**config.mk**
```make
export PLATFORM = sky130hd
export DESIGN_NAME = bap_position
export DESIGN_NICKNAME = d
export VERILOG_FILES = /design/src/hdl/bap_pkg.sv /design/src/hdl/bap_position.sv
export SDC_FILE = /design/constraint.sdc
export NUM_CORES = 1
export LEC_CHECK = 0
export BUFFER_PORTS_ARGS = -buffer_cell sky130_fd_sc_hd__clkbuf_2
export CORE_MARGIN = 3
export CORE_UTILIZATION = 25
export DETAILED_ROUTE_END_ITERATION = 12
export MAX_ROUTING_LAYER = met4
export SLEW_MARGIN = 20
export SYNTH_ARGS = -nofsm -noshare
export SYNTH_HDL_FRONTEND = slang
export SYNTH_SLANG_ARGS = --single-unit
```
**constraint.sdc**
```tcl
create_clock -name clk_i -period 8.3 [get_ports clk_i]
set_input_delay 1.245 -clock clk_i [delete_from_list [all_inputs] [get_ports clk_i]]
set_output_delay 1.245 -clock clk_i [all_outputs]
set_load 0.02 [all_outputs]
```
**src/hdl/bap_pkg.sv**
```systemverilog
// Shared types and constants of the block average pixelation core.
// Used by bap_position, bap_sum_ram and block_average_pixelation_core; no dependencies.
package bap_pkg;

  localparam int unsigned PIX_W     = 8;
  localparam int unsigned SUM_W     = 20;
  localparam int unsigned BLK_IDX_W = 10;
  localparam int unsigned CFG_IDX_W = 2;
  localparam int unsigned CFG_DAT_W = 11;
  localparam int unsigned LOG2_W    = 3;
  localparam int unsigned SHIFT_W   = 4;
  localparam int unsigned OUT_DAT_W = 32;

  localparam logic [LOG2_W-1:0] LOG2_MAX = 3'd6;

  localparam logic [CFG_IDX_W-1:0] CFG_IMAGE_WIDTH  = 2'd0;
  localparam logic [CFG_IDX_W-1:0] CFG_IMAGE_HEIGHT = 2'd1;
  localparam logic [CFG_IDX_W-1:0] CFG_BLOCK_LOG2   = 2'd2;

  localparam logic [CFG_DAT_W-1:0] RST_IMAGE_WIDTH  = 11'd256;
  localparam logic [CFG_DAT_W-1:0] RST_IMAGE_HEIGHT = 11'd256;
  localparam logic [LOG2_W-1:0]    RST_BLOCK_LOG2   = 3'd5;

  typedef struct packed {
    logic                 first;
    logic                 last;
    logic                 done;
    logic [SHIFT_W-1:0]   shift;
    logic [BLK_IDX_W-1:0] brow;
    logic [BLK_IDX_W-1:0] bcol;
  } pos_info_t;

endpackage

```
**src/hdl/bap_position.sv**
```systemverilog
// Raster position counters and block decode for the pixelation core.
// Depends on bap_pkg for the position info struct and configuration limits.
module bap_position
  import bap_pkg::*;
#(
  parameter int unsigned MAX_WIDTH  = 1024,
  parameter int unsigned MAX_HEIGHT = 1024,
  parameter int unsigned CW         = 10,
  parameter int unsigned RW         = 10
) (
  input  logic                 clk_i,
  input  logic                 rst_ni,
  input  logic                 advance_i,
  input  logic [CFG_DAT_W-1:0] width_i,
  input  logic [CFG_DAT_W-1:0] height_i,
  input  logic [LOG2_W-1:0]    log2_i,
  output logic [CW-1:0]        addr_o,
  output pos_info_t            info_o
);

  logic [CW-1:0] col_q, col_d, col_eff, bcol;
  logic [RW-1:0] row_q, row_d, row_eff, brow;
  logic [31:0]   w32, h32, mask32, col_lo, row_lo, nbw, nbh, col_inc, row_inc;
  logic [LOG2_W-1:0] lg;
  logic          wrap;

  always_comb begin
    if (width_i == '0) begin
      w32 = 32'd1;
    end else if (32'(width_i) > MAX_WIDTH) begin
      w32 = MAX_WIDTH;
    end else begin
      w32 = 32'(width_i);
    end
    if (height_i == '0) begin
      h32 = 32'd1;
    end else if (32'(height_i) > MAX_HEIGHT) begin
      h32 = MAX_HEIGHT;
    end else begin
      h32 = 32'(height_i);
    end
    lg = (log2_i > LOG2_MAX) ? LOG2_MAX : log2_i;

    wrap    = (32'(col_q) >= w32) || (32'(row_q) >= h32);
    col_eff = wrap ? '0 : col_q;
    row_eff = wrap ? '0 : row_q;

    mask32 = (32'd1 << lg) - 32'd1;
    col_lo = 32'(col_eff) & mask32;
    row_lo = 32'(row_eff) & mask32;
    bcol   = col_eff >> lg;
    brow   = row_eff >> lg;
    nbw    = w32 >> lg;
    nbh    = h32 >> lg;

    info_o.first = (col_lo == 32'd0) && (row_lo == 32'd0);
    info_o.last  = (col_lo == mask32) && (row_lo == mask32);
    info_o.done  = (nbw != 32'd0) && (nbh != 32'd0) &&
                   (32'(bcol) == nbw - 32'd1) && (32'(brow) == nbh - 32'd1);
    info_o.shift = {lg, 1'b0};
    info_o.brow  = BLK_IDX_W'(brow);
    info_o.bcol  = BLK_IDX_W'(bcol);
    addr_o       = bcol;

    col_inc = 32'(col_eff) + 32'd1;
    row_inc = 32'(row_eff) + 32'd1;
    if (col_inc >= w32) begin
      col_d = '0;
      row_d = (row_inc >= h32) ? '0 : RW'(row_inc);
    end else begin
      col_d = CW'(col_inc);
      row_d = row_eff;
    end
  end

  always_ff @(posedge clk_i or negedge rst_ni) begin
    if (!rst_ni) begin
      col_q <= '0;
      row_q <= '0;
    end else if (advance_i) begin
      col_q <= col_d;
      row_q <= row_d;
    end
  end

endmodule

```
==> out/qor.txt, run 1 <==
status: completed
CTS Buf Count: 3
Most used DFF post-synth: dfrtp_1
htree depth: 1
Die Y: 151 um
Arr. time, crit path: 5.90 ns
die area: 0.0227 mm^2
Antenna Nets Post-Route: 0
Starting Density: 25.7%
crit path kind: input port to output pin
max-cap viol count: 0
Tmin final: 7.15 ns
clock root cell: clkbuf_16
Netlist cell types: 82
clock slew at reported path FFs: 0.06 ns
quantity of I/O buffers inserted on ports: 63
EDFF count, synth: 0
post-synthesis sequential area ratio: 9.57%
synthesized area: 0.00523 mm^2
fmax: 140 MHz
CTS resizes: 0
setup TNS: 0 ns
antenna violations before repair: 0
ys async rst share: 100%
post-cts hold buffer count: 0
NumNets Final: 816
Core ar.: 0.0204 mm^2
Boundary Pins: 65
Finish-stage setup viols: 0
PnR worst setup slack: 1.15 ns
Layout area overhead: 9.74%
first-pass GRT wire length: 29500 um
DRT Pass-1 Iters: 5
pin count of the biggest net entering global routing: 39
Critical Path Fanout Max: 14
remaining global-route overflow: 0
TritonCTS sink count: 20
crit start category: input port
unrepaired setup endpoints after global routing: no
Clock Skews: 0.00390 ns
layout cells sized above 1: 16.5%
starting DRC count in detailed routing: 814
R2R Setup Slk: 2.81 ns
Post-CTS Setup Bufs: 0
worst min path class: register to register
pre-CTS WS: 1.22 ns
drt drc: 0
via count: 5545
hold endpoint: row_q[8]
TritonCTS clock tree: yes
cells after synthesis: 722
GRT Total Usage: 16.6%
average via count per standard cell: 5.50
Lkg Pwr: 0.00251 uW
placer congestion estimate: 0.892
filler cell count: 2217
VDD IR-drop max: 0.0000731 V
Slew Viols, Final: 0
Clk Latency, worst-skew pair: 0.26 ns
final WL: 18500 um
HP Start: row_q[8]
Pwr Density: 177 mW/mm^2
Reg-to-Reg End: row_q[0]
Hold Path Depth: 1
Final HPWL DP: 14300 um
routed len/inst: 18.3 um
row count: 52
Final Cycle Share: 86.1%
Final Hold Fails: 0
Required @ worst endpoint: 7.05 ns
mean area per synthesized cell: 7.24 um^2
Synth Register Bits: 20
R2R cell count: 20
Crit. End Element: output pin
diode count: 0
Clock Tree Buf Depth: 2
Die X: 151 um
Slew Limit Headroom: 32.6%
Yosys warnings: 0
slew at the pin closest to its max-slew limit: 1.00 ns
Reg2Reg Launch Point: row_q[0]
vias in the first global route: 5236
-- final cells by class --
type	instances	area, um^2	share of cell area, %
Multi-Input combinational cell	610	4290	74.8
Sequential cell	20	500	8.72
Timing Repair Buffer	77	420	7.33
Tap cell	270	338	5.89
Inverter	27	101	1.77
Clock buffer	4	88.8	1.55
-- layout by cell type (no fill, tap or decap), types with 6 or more instances in the layout --
| cell type | n |
|---|---|
| a211oi_1 | 8 |
| a21o_1 | 12 |
| a21oi_1 | 44 |
| a22o_1 | 10 |
| a31oi_1 | 10 |
| and3_1 | 14 |
| buf_4 | 14 |
| clkbuf_2 | 63 |
| dfrtp_1 | 20 |
| ha_1 | 49 |
| inv_1 | 26 |
| mux2_2 | 14 |
| mux2i_1 | 29 |
| mux4_2 | 6 |
| nand2_1 | 61 |
| nand2b_1 | 13 |
| nand3_1 | 33 |
| nor2_1 | 75 |
| nor2b_1 | 9 |
| nor3_1 | 25 |
| nor4_1 | 9 |
| o211ai_1 | 8 |
| o21ai_0 | 39 |
| or3_1 | 7 |
| xnor2_1 | 22 |
| xor2_1 | 8 |
-- critical path, stage by stage --
cell	delay [ns]
clkbuf_2	0.14
or4_4	0.57
o31ai_2	0.55
nand2_1	0.18
ha_1	0.34
a21oi_1	0.13
nand2_1	0.09
a311o_1	0.36
a21oi_1	0.36
nand2_1	0.13
buf_4	0.23
nor3_1	0.37
xor2_1	0.20
mux2_2	0.36
nor4_2	0.26
o2111a_1	0.22
clkbuf_2	0.17
-- cell usage after synthesis (7+ instances only) --
library cell,n,share of area (%)
a22o_1,10,1.7
nor2_1,75,5.4
o211ai_1,8,1.1
ha_1,49,12
nand2b_1,13,1.6
and3_1,14,1.7
dfrtp_1,20,9.6
a21o_1,12,1.7
nor3_1,25,2.4
inv_1,26,1.9
a211oi_1,8,1.1
clkbuf_1,29,2.1
nand2_1,61,4.4
a31oi_1,10,1.2
nor2b_1,9,1.1
xnor2_1,22,3.7
or3_1,7,0.84
a21oi_1,44,4.2
buf_4,16,2.3
nor4_1,9,1.1
nand3_1,33,3.2
mux2_2,14,3.0
o21ai_0,39,3.7
xor2_1,8,1.3
mux2i_1,29,5.6
buf_2,9,0.86
buf_1,9,0.65
-- worst max-delay path by stage --
stage               slack, ns  depth (start not counted)         end   startpoint
finish                   1.15                         17  info_o[24]  height_i[4]
global placement         1.34                         23    row_q[6]  height_i[4]
floorplan                1.65                         15  info_o[24]  height_i[4]
global route             0.74                         23    row_q[0]  height_i[4]
CTS                      1.21                         17  info_o[24]  height_i[4]
detailed placement       1.22                         23    row_q[3]  height_i[4]
-- routing by layer --
| metal | vias to the layer above | part of all wire (%) | track usage (%) | routed length [um] |
|---|---|---|---|---|
| met1 | 2595 | 46 | 22.6 | 8410 |
| met3 | 30 | 6.3 | 1.51 | 1160 |
| met2 | 223 | 45 | 26.1 | 8350 |
| met4 | 0 | 2.9 | 4.99 | 528 |
| met5 | - | 0 | - | 0 |
| li1 | 2697 | - | - | - |
-- flip-flops by register name, indices dropped and copies added, names as in the netlist --
signal	flops
col_q	10
row_q	10
-- where the power goes --
| part | total [uW] | switching, uW | internal, uW |
|---|---|---|---|
| Clock | 113 | 39.4 | 73.6 |
| Sequential | 181 | 61.8 | 119 |
| Combinational | 721 | 437 | 284 |
| Total | 1020 | 538 | 477 |
-- through the flow --
| step | total power, uW | hold slack, ns | area [um^2] | util [%] | cells |
|---|---|---|---|---|---|
| 6_report | 1020 | 0.644 | 5740 | 28.2 | 1008 |
| 4_1_cts | 1010 | 0.625 | 5740 | 28.2 | 1008 |
| 2_1_floorplan | 695 | 0.538 | 5230 | - | 723 |
| 5_1_grt | 1110 | 0.668 | 5740 | 28.2 | 1008 |
| 3_5_place_dp | 891 | 0.610 | 5650 | 27.7 | 1004 |
| 3_3_place_gp | 889 | 0.598 | 5650 | 27.7 | 1004 |
-- logic make-up after synthesis --
group	share of synthesized area, %
AOI/OAI and AO/OA	26.3
xor gates and xnor gates	5.45
adders and majority gates	11.7
buffers and inverters	8.47
DFF	9.57
muxes	11.4
other	0.144
and+or+nand+nor	27.0
Power figures use the tool's default switching activity.
==> inputs of run 2 (changes only) <==
==> constraint.sdc (replaced) <==
create_clock -name clk_i -period 8 [get_ports clk_i]
set_input_delay 1.2 -clock clk_i [delete_from_list [all_inputs] [get_ports clk_i]]
set_output_delay 1.2 -clock clk_i [all_outputs]
set_load 0.02 [all_outputs]
==> out/qor.txt, run 2 (synthesis results as in run 1) <==
CTS Buf Count: 3 (unchanged)
Clk Latency, worst-skew pair: 0.25 ns (about the same)
slowest CP cell: or4_4
crit start category: input port
filler cell count: 2218 (+0.045%)
crit-path cells: clkbuf_2 > or4_4 > o31ai_2 > nand2_1 > ha_1 > a21oi_1 > nand2_1 > a311o_1 > a21oi_1 > nand2_1 > nor3_1 > xor2_1 > mux2_2 > nor4_2 > o2111a_1 > clkbuf_2
Core ar.: 0.0204 mm^2 (unchanged)
DRT Pass-1 Iters: 5 (unchanged)
Pwr Density: 182 mW/mm^2 (+3.1%)
die area: 0.0227 mm^2 (unchanged)
Final HPWL DP: 14500 um (+1.6%)
CTS resizes: 0 (unchanged)
Clock Skews: 0.00223 ns (-0.00168 ns)
placer congestion estimate: 0.903 (+1.3%)
HP Start: row_q[8]
diode count: 0 (unchanged)
vias in the first global route: 5188 (-0.92%)
Tmin final: 7.31 ns
Post-CTS Setup Bufs: 0 (unchanged)
quantity of I/O buffers inserted on ports: 63 (unchanged)
final WL: 18800 um (+1.7%)
design area: 0.00575 mm^2 (+0.24%)
layout cells sized above 1: 16.6% (+0.11 points)
Starting Density: 25.7% (unchanged)
Reg2Reg Launch Point: row_q[0]
Reg-to-Reg End: row_q[9]
setup TNS: 0 ns (unchanged)
htree depth: 1 (unchanged)
GRT Total Usage: 16.4% (-0.17 points)
Post-Layout Cell Count: 1009 (+0.099%)
Top Registers: col_q: 10 flops, row_q: 10 flops
commonest cells after routing, fill and taps aside: nor2_1, clkbuf_2, nand2_1
remaining global-route overflow: 0 (unchanged)
Lkg Pwr: 0.00252 uW (+0.29%)
Slew Limit Headroom: 28.8% (-3.8 points)
Arr. time, crit path: 6.11 ns (+0.21 ns)
Final Cycle Share: 91.4%
Clock Tree Buf Depth: 2 (unchanged)
R2R cell count: 20 (unchanged)
most common cell after layout, fill and taps aside: nor2_1
Top Family by Delay on Critical Path: simple AND/OR/NAND/NOR gates
hold endpoint: row_q[8]
TritonCTS clock tree: yes
Die Y: 151 um (unchanged)
crit path kind: input port to output pin
Boundary Pins: 65 (unchanged)
status: completed
Crit. End Element: output pin
Antenna Nets Post-Route: 0 (unchanged)
Finish-stage setup viols: 0 (unchanged)
clock slew at reported path FFs: 0.05 ns (about the same)
Hold Path Depth: 1 (unchanged)
max incr delay on CP: 0.58 ns (about the same)
via count: 5673 (+2.3%)
CP dominant cell by count: nand2_1
fmax: 137 MHz
Required @ worst endpoint: 6.80 ns (-0.25 ns)
post-cts hold buffer count: 0 (unchanged)
NumNets Final: 818 (+0.25%)
antenna violations before repair: 0 (unchanged)
Final Hold Fails: 0 (unchanged)
max-cap viol count: 0 (unchanged)
average via count per standard cell: 5.62 (+2.2%)
Util after Layout: 28.3% (+0.068 points)
starting DRC count in detailed routing: 715 (-12%)
Slew Viols, Final: 0 (unchanged)
clock root cell: clkbuf_16
first-pass GRT wire length: 29100 um (-1.3%)
CP bufs+invs: 2 (-1)
VDD IR-drop max: 0.0000832 V (+14%)
drt drc: 0 (unchanged)
placed instance area: 0.00568 mm^2 (+0.49%)
slew at the pin closest to its max-slew limit: 1.06 ns (+0.0569 ns)
TritonCTS sink count: 20 (unchanged)
row count: 52 (unchanged)
pin count of the biggest net entering global routing: 47 (+21%)
Inst Count DP: 1006 (+0.20%)
worst min path class: register to register
R2R Setup Slk: 2.26 ns (-0.55 ns)
unrepaired setup endpoints after global routing: no
routed len/inst: 18.6 um (+1.6%)
Die X: 151 um (unchanged)
Layout area overhead: 10.0%
Critical Path Fanout Max: 12 (-2)
==> run 2: changes by cell type in the layout (fill, tap and decap cells not counted) <==
cell / previous run / this run
clkbuf_8: 1 / 0
buf_12: 0 / 1
buf_4: 14 / 15
==> run 2: worst reg2reg max path: cells and delay by family, from the launching register on <==
kind	cells	cell delay, ns
buffers and inverters	3	0.53
and+or+nand+nor	8	2.18
AOI/OAI and AO/OA	5	1.53
adders and majority gates	3	0.80
DFF	1	0.50
xor gates and xnor gates	1	0.14
==> run 2: how the worst max path moves through the flow <==
stage | slack [ns] | startpoint | cells past startpoint | end
6_report | 0.69 | height_i[4] | 16 | info_o[24]
3_5_place_dp | 0.68 | height_i[4] | 23 | row_q[2]
2_1_floorplan | 1.44 | height_i[4] | 15 | info_o[24]
5_1_grt | 0.23 | height_i[4] | 17 | info_o[24]
4_1_cts | 0.72 | height_i[4] | 17 | info_o[24]
3_3_place_gp | 0.89 | height_i[4] | 16 | info_o[24]
==> run 2: cell type report <==
class                   instances  area, um^2  area share (%)
clock buffers                   3        75.1            1.30
inverters                      27         101            1.76
multi-input cells             610        4290            74.6
well taps                     270         338            5.87
repair buffers                 79         448            7.79
flip-flops and latches         20         500            8.70
==> run 2: per-layer routing <==
layer | GRT usage [%] | part of all wire [%] | up-vias | wire length [um]
met5 | - | 0 | - | 0
met4 | 4.26 | 2.6 | 0 | 482
met3 | 1.93 | 6.8 | 28 | 1280
met1 | 22.8 | 46 | 2694 | 8580
li1 | - | - | 2694 | -
met2 | 25.3 | 45 | 257 | 8420
==> run 2: through the flow <==
stage                     setup WS, ns  power, uW  hold WS [ns]
after CTS                        0.721       1040         0.613
after global routing             0.228       1130         0.649
after global placement           0.892        923         0.602
after floorplan                   1.44        721         0.538
after detailed placement         0.678        931         0.603
final                            0.687       1050         0.620
==> run 2: where the power goes <==
part / internal (uW) / switching, uW
clock: 65.9 / 36.3
sequential: 123 / 67.8
combinational: 295 / 460
==> inputs of run 3 (changes only) <==
--- a/config.mk
+++ b/config.mk
@@ -6,10 +6,13 @@
 export NUM_CORES = 1
 export LEC_CHECK = 0
 export BUFFER_PORTS_ARGS = -buffer_cell sky130_fd_sc_hd__clkbuf_2
+export CELL_PAD_IN_SITES_DETAIL_PLACEMENT = 0
+export CELL_PAD_IN_SITES_GLOBAL_PLACEMENT = 1
 export CORE_MARGIN = 3
 export CORE_UTILIZATION = 25
 export DETAILED_ROUTE_END_ITERATION = 12
 export MAX_ROUTING_LAYER = met4
+export PLACE_DENSITY_LB_ADDON = 0.1
 export SLEW_MARGIN = 20
 export SYNTH_ARGS = -nofsm -noshare
 export SYNTH_HDL_FRONTEND = slang
==> out/qor.txt, run 3 (synthesis results as in run 1) <==
status: completed
placed instance area: 0.00568 mm^2 (unchanged)
Boundary Pins: 65 (unchanged)
slew at the pin closest to its max-slew limit: 0.708 ns (-0.352 ns)
GR Util met2: 30.0% (+4.7 points)
setup TNS: 0 ns (unchanged)
Antenna Nets Post-Route: 0 (unchanged)
clock slew at reported path FFs: 0.06 ns (about the same)
DRT Pass-1 Iters: 5 (unchanged)
Clock Tree Buf Depth: 2 (unchanged)
Die Y: 151 um (unchanged)
row count: 52 (unchanged)
first-pass GRT wire length: 34000 um (+17%)
Util after Layout: 28.4% (+0.17 points)
design area: 0.00579 mm^2 (+0.61%)
Starting Density: 25.7% (unchanged)
diode count: 0 (unchanged)
pin count of the biggest net entering global routing: 54 (+15%)
Clk Latency, worst-skew pair: 0.26 ns (about the same)
Layout area overhead: 10.7%
unrepaired setup endpoints after global routing: no
Core ar.: 0.0204 mm^2 (unchanged)
Final Cycle Share: 89.8% (-1.6 points)
Finish-stage setup viols: 0 (unchanged)
clock root cell: clkbuf_16
quantity of I/O buffers inserted on ports: 63 (unchanged)
worst min path class: register to register
Die X: 151 um (unchanged)
busiest grt layer: met2
NumNets Final: 818 (unchanged)
Tot Pwr: 1110 uW (+5.9%)
Pwr Density: 192 mW/mm^2 (+5.3%)
CTS resizes: 0 (unchanged)
vias in the first global route: 5613 (+8.2%)
met3 usage: 1.96% (+0.030 points)
routed len/inst: 21.6 um (+16%)
max-cap viol count: 0 (unchanged)
Arr. time, crit path: 5.99 ns (-0.12 ns)
Critical Path Fanout Max: 32 (+20)
Slew Viols, Final: 0 (unchanged)
Top Registers: col_q: 10 flops, row_q: 10 flops
Final Hold Fails: 0 (unchanged)
Inst Count DP: 1006 (unchanged)
fmax: 139 MHz (+1.7%)
VDD IR-drop max: 0.000111 V (+34%)
Clock Skews: 0.00329 ns (+0.00106 ns)
Post-Layout Cell Count: 1010 (+0.099%)
M1 GR Usage: 28.1% (+5.3 points)
crit path kind: input port to output pin
post-cts hold buffer count: 0 (unchanged)
remaining global-route overflow: 0 (unchanged)
Tmin final: 7.19 ns (-0.125 ns)
final WL: 21800 um (+16%)
antenna violations before repair: 0 (unchanged)
layout cells sized above 1: 16.9% (+0.25 points)
commonest cells after routing, fill and taps aside: nor2_1, clkbuf_2, nand2_1
via count: 5639 (-0.60%)
TritonCTS sink count: 20 (unchanged)
crit start category: input port
drt drc: 0 (unchanged)
Lkg Pwr: 0.00253 uW (+0.48%)
Post-CTS Setup Bufs: 0 (unchanged)
Slew Limit Headroom: 52.8% (+24 points)
Crit. End Element: output pin
most common cell after layout, fill and taps aside: nor2_1
TritonCTS clock tree: yes
htree depth: 1 (unchanged)
die area: 0.0227 mm^2 (unchanged)
GRT Total Usage: 19.6% (+3.2 points)
Required @ worst endpoint: 6.80 ns (about the same)
placer congestion estimate: 0.848 (-6.2%)
average via count per standard cell: 5.58 (-0.70%)
starting DRC count in detailed routing: 324 (-55%)
CTS Buf Count: 3 (unchanged)
Final HPWL DP: 17000 um (+17%)
-- run 3: cell types whose count changed in the layout (fill, tap and decap cells not counted), sizes merged --
cell    delta
bufinv     +1
-- run 3: power by group --
part | internal, uW | total [uW] | switching, uW
logic | 301 | 773 | 473
registers | 123 | 194 | 70.8
clock network | 99.5 | 144 | 44.2
-- run 3: layer usage --
| layer | up-vias | wire (um) |
|---|---|---|
| li1 | 2701 | - |
| met1 | 2755 | 10700 |
| met2 | 164 | 9790 |
| met3 | 19 | 975 |
| met4 | 0 | 354 |
| met5 | - | 0 |
-- run 3: cell type report --
cell class,count,area [um^2]
Timing Repair Buffer,79,448
Tap cell,270,338
Clock inverter,1,30.0
Multi-Input combinational cell,610,4300
Clock buffer,3,75.1
Inverter,27,101
Sequential cell,20,500
Fill cell,2290,14600
-- run 3: final timing paths --
| kind | startpoint | to | slack, ns | cells after the start |
|---|---|---|---|---|
| worst max-delay path | height_i[4] | info_o[24] | 0.81 | 18 |
| worst min-delay path | row_q[8] | row_q[8] | 0.66 | 1 |
| worst max register to register | row_q[0] | row_q[5] | 2.49 | 21 |
| worst min register to register | row_q[8] | row_q[8] | 0.66 | 1 |
| max in group asynchronous | rst_ni | row_q[1] | 6.71 | 1 |
| min in group asynchronous | rst_ni | col_q[7] | 0.92 | 1 |
-- run 3: critical path: stages --
cell      delay [ns]
clkbuf_2        0.14
or4_4           0.58
nor3_1          0.22
nor2_1          0.06
nor2_1          0.15
ha_1            0.25
nand2b_1        0.14
a2111o_1        0.41
a311o_1         0.35
a21oi_1         0.38
nand2_1         0.23
buf_12          0.23
nor3_1          0.37
xor2_1          0.19
mux2_2          0.36
nor4_2          0.30
o2111a_1        0.23
clkbuf_2        0.17
-- run 3: per-stage QoR --
| stage | hold slack (ns) | setup slack, ns |
|---|---|---|
| after detailed placement | 0.653 | 0.709 |
| after floorplan | 0.538 | 1.44 |
| after global placement | 0.616 | 0.763 |
| after CTS | 0.664 | 0.863 |
| final | 0.659 | 0.813 |
| after global routing | 0.699 | 0.566 |
